### config.mk
export PLATFORM = sky130hd
export DESIGN_NAME = sensor_frame_deframer_top_flat
export DESIGN_NICKNAME = d
export VERILOG_FILES = /design/src/sfd_pkg.sv /design/src/sfd_if.sv /design/src/sensor_frame_deframer_top.sv /design/src/sfd_ctrl.sv /design/src/sfd_dp.sv /design/src/flat_wrapper.sv
export SDC_FILE = /design/constraint.sdc
export NUM_CORES = 1
export LEC_CHECK = 0
export BUFFER_PORTS_ARGS = -buffer_cell sky130_fd_sc_hd__buf_2
export CORE_MARGIN = 2
export CORE_UTILIZATION = 55
export CTS_CLUSTER_SIZE = 40
export DETAILED_ROUTE_END_ITERATION = 8
export GPL_TIMING_DRIVEN = 0
export PLACE_DENSITY = 0.81
export SLEW_MARGIN = 15
export SYNTH_ARGS = -nofsm -noshare
export SYNTH_HDL_FRONTEND = slang
export SYNTH_SLANG_ARGS = --single-unit
### constraint.sdc
create_clock -name i_clk -period 6.7 [get_ports i_clk]
set_input_delay 0.67 -clock i_clk [delete_from_list [all_inputs] [get_ports i_clk]]
set_output_delay 0.67 -clock i_clk [all_outputs]
set_load 0.05 [all_outputs]
### src/sfd_pkg.sv
`timescale 1ns / 1ps
package sfd_pkg;

    localparam int MAX_FRAME_BYTES = 30;
    localparam int MAX_SENSORS     = 14;

    localparam int BYTE_W   = 8;
    localparam int CFG_W    = 4;
    localparam int FIELD_W  = 6;
    localparam int VALUE_W  = 2 * FIELD_W;
    localparam int IDX_W    = 4;
    localparam int CNT_W    = $clog2(MAX_FRAME_BYTES + 1);
    localparam int WORD_DEPTH = MAX_FRAME_BYTES / 2;
    localparam int ADDR_W   = (WORD_DEPTH > 1) ? $clog2(WORD_DEPTH) : 1;

    localparam logic [BYTE_W-1:0] NEWLINE     = 8'h0A;
    localparam logic [BYTE_W-1:0] CHAR_OFFSET = 8'h20;
    localparam logic [CFG_W-1:0]  SENSOR_COUNT_RESET = 4'd1;

    typedef enum logic [1:0] {
        ST_OK    = 2'd0,
        ST_CKSUM = 2'd1,
        ST_LEN   = 2'd2,
        ST_OVF   = 2'd3
    } t_frame_status;

    typedef struct packed {
        logic          store;
        logic          clear;
        logic          rd_first;
        logic          rd_next;
        logic          ld_err;
        t_frame_status err_code;
        logic          ld_val;
    } t_dp_cmd;

    typedef struct packed {
        logic newline;
        logic full;
        logic len_bad;
        logic sum_bad;
        logic rd_last;
        logic out_free;
    } t_dp_sts;

endpackage

### src/sfd_if.sv
`timescale 1ns / 1ps
interface sfd_in_if;
    import sfd_pkg::*;

    logic              valid;
    logic              ready;
    logic [BYTE_W-1:0] rx_byte;

    modport source (output valid, output rx_byte, input ready);
    modport sink   (input valid, input rx_byte, output ready);
endinterface

interface sfd_out_if;
    import sfd_pkg::*;

    logic               valid;
    logic               ready;
    logic [1:0]         frame_status;
    logic [IDX_W-1:0]   sensor_index;
    logic [VALUE_W-1:0] sensor_value;
    logic               last;

    modport source (output valid, output frame_status, output sensor_index,
                    output sensor_value, output last, input ready);
    modport sink   (input valid, input frame_status, input sensor_index,
                    input sensor_value, input last, output ready);
endinterface

### src/sensor_frame_deframer_top.sv
`timescale 1ns / 1ps
// Sensor frame deframer.
// i_in carries one received serial byte per beat (valid/ready). Bytes other
// than newline are offset by 0x20 and stored; a newline closes the frame.
// o_out carries one result per beat: status, sensor index, 12-bit value and
// a last flag on the final result of a frame end.
// i_cfg_we / i_cfg_wdata write the sensor count; write it only while idle.
// A frame end with an error puts its single result on o_out in the cycle
// after the newline beat. A good frame gives its values one after another
// once the newline is taken: each value is one read of the 15-word frame
// memory, then a load of the output register, which waits while o_out is
// stalled. The next byte is taken once the last result of a frame is
// loaded and the output register is free or draining.
// While o_out is stalled the block holds its result and takes no byte.
// Reset (synchronous, active low) empties the frame, clears the discard
// flag and the output valid flag and sets the sensor count to 1; the frame
// memory keeps its contents.
module sensor_frame_deframer_top
    import sfd_pkg::*;
(
    input  logic             i_clk,
    input  logic             i_rst_n,
    input  logic             i_cfg_we,
    input  logic [CFG_W-1:0] i_cfg_wdata,
    sfd_in_if.sink           i_in,
    sfd_out_if.source        o_out
);

    t_dp_cmd w_cmd;
    t_dp_sts w_sts;

    sfd_ctrl u_ctrl (
        .i_clk      (i_clk),
        .i_rst_n    (i_rst_n),
        .i_in_valid (i_in.valid),
        .o_in_ready (i_in.ready),
        .i_sts      (w_sts),
        .o_cmd      (w_cmd)
    );

    sfd_dp u_dp (
        .i_clk       (i_clk),
        .i_rst_n     (i_rst_n),
        .i_cfg_we    (i_cfg_we),
        .i_cfg_wdata (i_cfg_wdata),
        .i_rx_byte   (i_in.rx_byte),
        .i_cmd       (w_cmd),
        .o_sts       (w_sts),
        .o_out       (o_out)
    );

endmodule

### src/sfd_ctrl.sv
`timescale 1ns / 1ps
module sfd_ctrl
    import sfd_pkg::*;
(
    input  logic    i_clk,
    input  logic    i_rst_n,
    input  logic    i_in_valid,
    output logic    o_in_ready,
    input  t_dp_sts i_sts,
    output t_dp_cmd o_cmd
);

    typedef enum logic [2:0] {
        S_IDLE = 3'b001,
        S_READ = 3'b010,
        S_LOAD = 3'b100
    } t_state;

    t_state r_state, n_state;
    logic   r_disc, n_disc;
    logic   w_accept;

    assign o_in_ready = (r_state == S_IDLE) && i_sts.out_free;
    assign w_accept   = i_in_valid && o_in_ready;

    always_comb begin
        n_state = r_state;
        n_disc  = r_disc;
        o_cmd   = '{err_code: ST_OK, default: 1'b0};
        unique case (r_state)
            S_IDLE: begin
                if (w_accept) begin
                    priority if (r_disc) begin
                        if (i_sts.newline) begin
                            n_disc      = 1'b0;
                            o_cmd.clear = 1'b1;
                        end
                    end else if (i_sts.newline) begin
                        o_cmd.clear = 1'b1;
                        priority if (i_sts.len_bad) begin
                            o_cmd.ld_err   = 1'b1;
                            o_cmd.err_code = ST_LEN;
                        end else if (i_sts.sum_bad) begin
                            o_cmd.ld_err   = 1'b1;
                            o_cmd.err_code = ST_CKSUM;
                        end else begin
                            o_cmd.rd_first = 1'b1;
                            n_state        = S_READ;
                        end
                    end else if (i_sts.full) begin
                        o_cmd.clear    = 1'b1;
                        o_cmd.ld_err   = 1'b1;
                        o_cmd.err_code = ST_OVF;
                        n_disc         = 1'b1;
                    end else begin
                        o_cmd.store = 1'b1;
                    end
                end
            end
            S_READ: begin
                n_state = S_LOAD;
            end
            S_LOAD: begin
                if (i_sts.out_free) begin
                    o_cmd.ld_val = 1'b1;
                    if (i_sts.rd_last) begin
                        n_state = S_IDLE;
                    end else begin
                        o_cmd.rd_next = 1'b1;
                        n_state       = S_READ;
                    end
                end
            end
            default: begin
                n_state = S_IDLE;
            end
        endcase
    end

    always_ff @(posedge i_clk) begin
        if (!i_rst_n) begin
            r_state <= S_IDLE;
            r_disc  <= 1'b0;
        end else begin
            r_state <= n_state;
            r_disc  <= n_disc;
        end
    end

endmodule

### src/sfd_dp.sv
`timescale 1ns / 1ps
module sfd_dp
    import sfd_pkg::*;
(
    input  logic              i_clk,
    input  logic              i_rst_n,
    input  logic              i_cfg_we,
    input  logic [CFG_W-1:0]  i_cfg_wdata,
    input  logic [BYTE_W-1:0] i_rx_byte,
    input  t_dp_cmd           i_cmd,
    output t_dp_sts           o_sts,
    sfd_out_if.source         o_out
);

    logic [CFG_W-1:0]   r_sensor_count;
    logic [CNT_W-1:0]   r_count;
    logic [BYTE_W-1:0]  r_xor;
    logic [FIELD_W-1:0] r_hi;
    logic [VALUE_W-1:0] r_mem [WORD_DEPTH];
    logic [VALUE_W-1:0] r_rd_data;
    logic [IDX_W-1:0]   r_rd_idx;

    logic               r_out_valid;
    t_frame_status      r_out_status;
    logic [IDX_W-1:0]   r_out_index;
    logic [VALUE_W-1:0] r_out_value;
    logic               r_out_last;

    logic [BYTE_W-1:0]  w_ch;
    logic [CNT_W-1:0]   w_frame_len;

    assign w_ch        = i_rx_byte - CHAR_OFFSET;
    assign w_frame_len = CNT_W'({r_sensor_count, 1'b1});

    assign o_sts.newline  = (i_rx_byte == NEWLINE);
    assign o_sts.full     = (r_count >= CNT_W'(MAX_FRAME_BYTES));
    assign o_sts.len_bad  = (r_sensor_count == '0)
                         || (r_sensor_count > CFG_W'(MAX_SENSORS))
                         || (r_count != w_frame_len);
    assign o_sts.sum_bad  = (r_xor != '0);
    assign o_sts.rd_last  = (CFG_W'(r_rd_idx + 1'b1) == r_sensor_count);
    assign o_sts.out_free = !r_out_valid || o_out.ready;

    // config and frame bookkeeping
    always_ff @(posedge i_clk) begin
        if (!i_rst_n) begin
            r_sensor_count <= SENSOR_COUNT_RESET;
            r_count        <= '0;
            r_xor          <= '0;
        end else begin
            if (i_cfg_we) begin
                r_sensor_count <= i_cfg_wdata;
            end
            if (i_cmd.clear) begin
                r_count <= '0;
                r_xor   <= '0;
            end else if (i_cmd.store) begin
                r_count <= r_count + 1'b1;
                r_xor   <= r_xor ^ w_ch;
            end
        end
    end

    // pack byte pairs into 12-bit words
    always_ff @(posedge i_clk) begin
        if (i_cmd.store && !r_count[0]) begin
            r_hi <= w_ch[FIELD_W-1:0];
        end
        if (i_cmd.store && r_count[0]) begin
            r_mem[ADDR_W'(r_count >> 1)] <= {r_hi, w_ch[FIELD_W-1:0]};
        end
        r_rd_data <= r_mem[ADDR_W'(r_rd_idx)];
    end

    always_ff @(posedge i_clk) begin
        if (i_cmd.rd_first) begin
            r_rd_idx <= '0;
        end else if (i_cmd.rd_next) begin
            r_rd_idx <= r_rd_idx + 1'b1;
        end
    end

    // output register
    always_ff @(posedge i_clk) begin
        if (!i_rst_n) begin
            r_out_valid <= 1'b0;
        end else if (i_cmd.ld_err || i_cmd.ld_val) begin
            r_out_valid <= 1'b1;
        end else if (o_out.ready) begin
            r_out_valid <= 1'b0;
        end
    end

    always_ff @(posedge i_clk) begin
        if (i_cmd.ld_err) begin
            r_out_status <= i_cmd.err_code;
            r_out_index  <= '0;
            r_out_value  <= '0;
            r_out_last   <= 1'b1;
        end else if (i_cmd.ld_val) begin
            r_out_status <= ST_OK;
            r_out_index  <= r_rd_idx;
            r_out_value  <= r_rd_data;
            r_out_last   <= o_sts.rd_last;
        end
    end

    assign o_out.valid        = r_out_valid;
    assign o_out.frame_status = r_out_status;
    assign o_out.sensor_index = r_out_index;
    assign o_out.sensor_value = r_out_value;
    assign o_out.last         = r_out_last;

endmodule

### src/flat_wrapper.sv
// flat-port wrapper written by rule: the top's interface ports become plain ports
module sensor_frame_deframer_top_flat import sfd_pkg::*;
  (i_clk, i_rst_n, i_cfg_we, i_cfg_wdata, i_in_valid, i_in_rx_byte, i_in_ready, o_out_valid, o_out_frame_status, o_out_sensor_index, o_out_sensor_value, o_out_last, o_out_ready);
  sfd_in_if i_in_i ();
  sfd_out_if o_out_i ();
  input  logic i_clk;
  input  logic i_rst_n;
  input  logic i_cfg_we;
  input  logic [CFG_W-1:0] i_cfg_wdata;
  input wire logic [$bits(i_in_i.valid)-1:0] i_in_valid;
  input wire logic [$bits(i_in_i.rx_byte)-1:0] i_in_rx_byte;
  output wire logic [$bits(i_in_i.ready)-1:0] i_in_ready;
  output wire logic [$bits(o_out_i.valid)-1:0] o_out_valid;
  output wire logic [$bits(o_out_i.frame_status)-1:0] o_out_frame_status;
  output wire logic [$bits(o_out_i.sensor_index)-1:0] o_out_sensor_index;
  output wire logic [$bits(o_out_i.sensor_value)-1:0] o_out_sensor_value;
  output wire logic [$bits(o_out_i.last)-1:0] o_out_last;
  input wire logic [$bits(o_out_i.ready)-1:0] o_out_ready;
  assign i_in_i.valid = i_in_valid;
  assign i_in_i.rx_byte = i_in_rx_byte;
  assign i_in_ready = i_in_i.ready;
  assign o_out_valid = o_out_i.valid;
  assign o_out_frame_status = o_out_i.frame_status;
  assign o_out_sensor_index = o_out_i.sensor_index;
  assign o_out_sensor_value = o_out_i.sensor_value;
  assign o_out_last = o_out_i.last;
  assign o_out_i.ready = o_out_ready;
  sensor_frame_deframer_top u_core (.i_clk(i_clk), .i_rst_n(i_rst_n), .i_cfg_we(i_cfg_we), .i_cfg_wdata(i_cfg_wdata), .i_in(i_in_i), .o_out(o_out_i));
endmodule
Word level (Yosys, flattened, before mapping)
Memory sizes are Yosys's and may differ from the RTL's. A register that Yosys moved wholly into a read port is not among the register bits.
Cells that the tools add are included.
Storage, ports and cells
  bits in registers: 51
  memory bits (writable): 180
  input port bits: 17
  output and inout bits: 21
  logic and storage cells: 91
  memories kept: 1
Memory list
  u_core.u_dp.r_mem: depth 15, width 12, rd ports 1, clocked after Yosys merged registers in 1, wr ports 1, RTL line sfd_dp.sv:19  | logic [VALUE_W-1:0] r_mem [WORD_DEPTH];
Operators by class
  add/sub/neg operators: 3
  order comparisons: 2
  equality and inequality tests: 12
  mux-type cells: 42
  bitwise logic cells: 2
  reduce and logical (&&, ||, !) cells: 17
Operators by type and width (count)
  two-way mux 3 bit: 15
  two-way mux 1 bit: 23
  != test 2 bit (second input constant): 6
  one-hot mux 3 bit (3 select lines): 1
  == test 8 x 4 -> 1 bit (second input constant): 1
  nonzero test 8 bit: 1
  subtractor 8 x 6 -> 8 bit (second input constant): 1
  bitwise XOR 8 bit: 1
  two-way mux 2 bit: 3
  AND reduction 6 bit: 1
  adder 5 x 1 -> 5 bit (second input constant): 1
  greater-or-equal comparator 5 bit (second input constant): 1
  != test 5 bit: 1
  adder 4 x 1 -> 4 bit (second input constant): 1
  == test 4 bit: 1
  > comparator 4 bit (second input constant): 1
  logical AND 1 bit: 4
  logical NOT 4 bit: 1
  logical OR 1 bit: 4
  nonzero test 2 bit: 2
  == test 3 x 1 -> 1 bit (second input constant): 1
  == test 3 x 2 -> 1 bit (second input constant): 1
  == test 3 bit (second input constant): 1
  logical NOT 1 bit: 2
  other kinds (3): 3

Logic depth before layout (Yosys ltp)
  depth in word-level cells: 11
  gate-level depth with buffers: 10

Modules after synthesis
Synthesis repeated with hierarchy kept, for this count alone.
Second synthesis, totals
  cells, all modules: 565
  area total of the unflattened synthesis: 9489.1 sq um
By module, submodules not included
  sfd_dp: instances 1, cells each 523, area each 9152.5 sq um, seq. area each 6666.4 sq um
  sfd_ctrl: instances 1, cells each 42, area each 336.6 sq um, seq. area each 80.1 sq um

Worst setup path before layout
Ideal clock, no wire load.
  kind: flip-flop to flip-flop
  start point: reg u_core.u_dp.r_count[0]
  end point: mem u_core.u_dp.r_mem[0][0] in the netlist's numbering (enable)
  library setup time: 0.396 ns
  arrival time: 2.932 ns
  slack: 3.372 ns
  stages on the path, launching flop included: 9
  buffers on the path: 1
  cell sequence: dfxtp_1 clkbuf_1 inv_1 ha_1 o2111ai_1 a21boi_1 nand2_1 or4_1 nor3_1
Between the ends
  word-level cells in the longest chain between the ends: 9
Ends and longest elaborated chain
  start, declared: RTL line sfd_dp.sv:16  | logic [CNT_W-1:0] r_count;
  start signal, assigned: RTL line sfd_dp.sv:58  | r_count <= r_count + 1'b1;
  greater-or-equal comparator 5 bit: RTL line sfd_dp.sv:36  | assign o_sts.full = (r_count >= CNT_W'(MAX_FRAME_BYTES));
  two-way mux 1 bit: RTL line sfd_ctrl.sv:50  | end else if (i_sts.full) begin
  two-way mux 1 bit: RTL line sfd_ctrl.sv:38  | end else if (i_sts.newline) begin
  two-way mux 1 bit: RTL line sfd_ctrl.sv:33  | priority if (r_disc) begin
  two-way mux 3 bit: RTL line sfd_ctrl.sv:32  | if (w_accept) begin
  two-way mux 3 bit: RTL line sfd_ctrl.sv:30  | unique case (r_state)
  logical AND 1 bit *: RTL line sfd_dp.sv:69  | if (i_cmd.store && r_count[0]) begin
  two-way mux 1 bit *: RTL line sfd_dp.sv:69
  two-way mux 1 bit (not written as such) *: RTL line sfd_dp.sv:70  | r_mem[ADDR_W'(r_count >> 1)] <= {r_hi, w_ch[FIELD_W-1:0]};
  end, declared: RTL line sfd_dp.sv:19
Every way passes the cells marked *; elsewhere a longest branch is shown, timed or not.

Final worst setup path
  start point: reg u_core.u_dp.r_count[0]
  end point: mem u_core.u_dp.r_mem[8][4] in the netlist's numbering (enable)
The elaborated chain is that of the path after synthesis.

==> results.cfg <==
[grt]
grt_max_degree = 19
gr-usage-all-layers_pct = 23.2
grt_first_pass_wirelength_mm = 31.1
overflow = 0
grt_pass1_vias = 5423
antenna_found_initial = 1

[worst_setup_path]
worstPathRequired_ns = 6.82
crit_chain = clkbuf_1 > inv_1 > ha_1 > o2111ai_1 > a21boi_1 > nand2_1 > or4_1 > nor2_1
max_stage_delay_ns = 0.90
r2r_start = u_core.u_dp.r_count[0]
worst-path-max-fanout = 12
critPathBufInv = 2
r2r.worst_path.cells = 8
slowest_stage = nor2_1
crit_type = flip-flop to flip-flop
worstSetupStartpointType = flip-flop
path_depth = 8
crit_arrival_ns = 4.04
path_delay_family = simple AND/OR/NAND/NOR gates
crit_start = u_core.u_dp.r_count[0]
endpoint_kind = flip-flop

[cells_and_area]
fin_cells = 863
drive_gt1_share_pct = 24.9
n_antenna_cell = 0
final_nets = 648
area_growth_pct = 14.2
nFillCells = 1099

[synth]
synth_flop_cell = edfxtp_1
synth_enable_flop_cells = 188
syn_area_mm2 = 0.00939
ys_ff_latch = 243
syn_nets = 581
netlist-cell-type-count = 47
avgSynthCellArea_um2 = 16.8
synthArstFlopShare_pct = 0
ys_seq_area_share_pct = 71.9
synthCells = 560
synth_warnings = 0

[job]
maxCapViolations = 0

[detailed_routing]
drt_iter0_drc = 476
routedWlPerCell_um = 23.5
dr.pass1.iters = 5
vias_per_cell = 6.01
vias = 5186
drc_errors = 0
drt-total-wl_mm = 20.3
drtAntennaViolNets = 0

[cts]
numClockSinks = 243
cts_buffers = 23
clock_latency_ns = 0.51
post_cts_resized = 0
cts_tree = yes
root_buffer = clkbuf_16
cts_setup_buffers = 0
clkTransAtPathRegs_ns = 0.06
postCtsHoldBufs = 0
cts_htree_levels = 1
clock_tree.buffer_depth = 3

[pwr]
leakagePower_nw = 3.50
vdd_drop_max_v = 0.000199
power.density_mw_per_mm2 = 283
p_total_w = 0.00303

[floorplanning]
ios = 38
die_height_um = 135
core_mm2 = 0.0166
dieArea_mm2 = 0.0181
rows = 47
die_x_um = 135
start_util_pct = 56.4

[sta]
finalHoldViolations = 0
hold_slack_ns = 0.390
max_freq_mhz = 255
slew_violations = 0
tightest_slew_ns = 1.12
min_period_ns = 3.93
fin_crit_sh_pct = 58.6
setup_viol = 0
skew_ns = 0.0165
rsz0062_at_grt = false
setup_slack_ns = 2.77
slew_headroom_pct = 25.2
finalSetupTns_ns = 0

[min_path]
min_path_cells = 3
hp-start = i_cfg_wdata[0]
min_path_type = input pin to flip-flop

[place]
placed_cells = 822
dp_slack_ns = 2.82
io_buffers = 35
dp_hpwl_mm = 12.8
place.gp.congestion = 0.810

[run_status]
outcome = complete, no violations
==> flip-flops by register name, summed over array words and instances (netlist names) <==
register	flops
u_core.u_dp.r_mem	180
u_core.u_dp.o_out.sensor_value	12
u_core.u_dp.r_rd_data	12
u_core.u_dp.r_xor	8
u_core.u_dp.r_hi	6
u_core.u_dp.r_count	5
u_core.u_dp.o_out.sensor_index	4
u_core.u_dp.r_rd_idx	4
u_core.u_dp.r_sensor_count	4
u_core.u_ctrl.r_state	3
u_core.u_dp.o_out.frame_status	2
u_core.u_ctrl.r_disc	1
u_core.u_dp.o_out.last	1
u_core.u_dp.o_out.valid	1
==> per-stage QoR <==
step                util, %  cell area, µm²
floorplan                 -            9390
finish                 64.4           10700
CTS                    64.3           10700
detailed placement     59.7            9940
global route           64.4           10700
global placement       59.1            9840
==> where the power goes <==
| group | switching [W] | total (W) | internal [W] | leakage [nW] |
|---|---|---|---|---|
| Clock | 0.000529 | 0.00130 | 0.000770 | 0.383 |
| Combinational | 0.0000446 | 0.0000708 | 0.0000262 | 0.976 |
| Sequential | 0.0000199 | 0.00166 | 0.00164 | 2.15 |
| Total | 0.000594 | 0.00303 | 0.00244 | 3.50 |
==> layer usage <==
layer | track usage, % | share of wire [%] | wire length (µm) | up-vias
met2 | 38.6 | 50 | 10100 | 254
met4 | 6.90 | 2.0 | 410 | 0
li1 | - | - | - | 2288
met1 | 31.5 | 40 | 8100 | 2614
met3 | 4.39 | 8.3 | 1690 | 30
met5 | 0 | 0 | 0 | -
==> cells by family (layout without fill, tap and decap cells) <==
| logic type | Yosys count | after routing | share of synthesized area, % |
|---|---|---|---|
| flip-flops | 243 | 243 | 71.9 |
| AND/OR/NAND/NOR | 134 | 134 | 6.92 |
| multiplexers | 65 | 65 | 13.3 |
| AO/OA/AOI/OAI | 54 | 54 | 3.65 |
| buffers and inverters | 38 | 121 | 1.63 |
| XOR/XNOR | 22 | 22 | 2.05 |
| adder cells (fa/ha/maj) | 4 | 4 | 0.533 |
==> final timing paths <==
kind | endpoint | slack (ns)
worst min register to register | u_core.u_dp.o_out.sensor_value[3] | 0.43
worst min-delay path | u_core.u_dp.r_sensor_count[0] | 0.39
worst max register to register | u_core.u_dp.r_mem[8][4] | 2.77
worst max-delay path | u_core.u_dp.r_mem[8][4] | 2.77
==> worst min-delay path: stages <==
cell and delay, ns:
buf_2 0.08, mux2i_1 0.06, nand2_1 0.06
==> final cells by class <==
cell class                      instances  area, µm²  area share, %
Inverter                                5       18.8          0.175
Sequential cell                       243       6750           63.0
Buffer                                 33        134           1.25
Multi-Input combinational cell        279       2540           23.7
Timing Repair Buffer                   42        240           2.24
Clock inverter                          9        101          0.946
Clock buffer                           32        663           6.19
Tap cell                              220        275           2.57
==> synth_stat cells (3+ instances only) <==
master,instances,area [µm²]
mux2i_1,17,170
nand2b_1,4,25.0
nand3_1,15,75.1
nor2b_1,4,25.0
nor3_1,8,40.0
ha_1,4,50.1
nand2_1,51,191
nor2_1,30,113
nor4_1,3,18.8
mux4_2,48,1080
xor2_1,13,114
a21oi_1,18,90.1
xnor2_1,9,78.8
buf_2,8,40.0
edfxtp_1,188,5650
clkbuf_1,25,93.8
o21ai_0,15,75.1
inv_1,5,18.8
dfxtp_1,55,1100
==> placed cells by master (no fill, tap or decap), types with 5 or more instances in the layout <==
cell	n
mux4_2	48
a21oi_1	18
buf_2	44
nand2_1	51
dfxtp_1	55
mux2i_1	17
nor2_2	8
xnor2_1	9
nor3_2	5
clkbuf_16	24
o21ai_0	15
xor2_1	13
clkbuf_1	28
inv_1	5
nor2_1	22
edfxtp_1	188
nand3_1	15
Note: power is estimated with default switching activity, not from simulation.
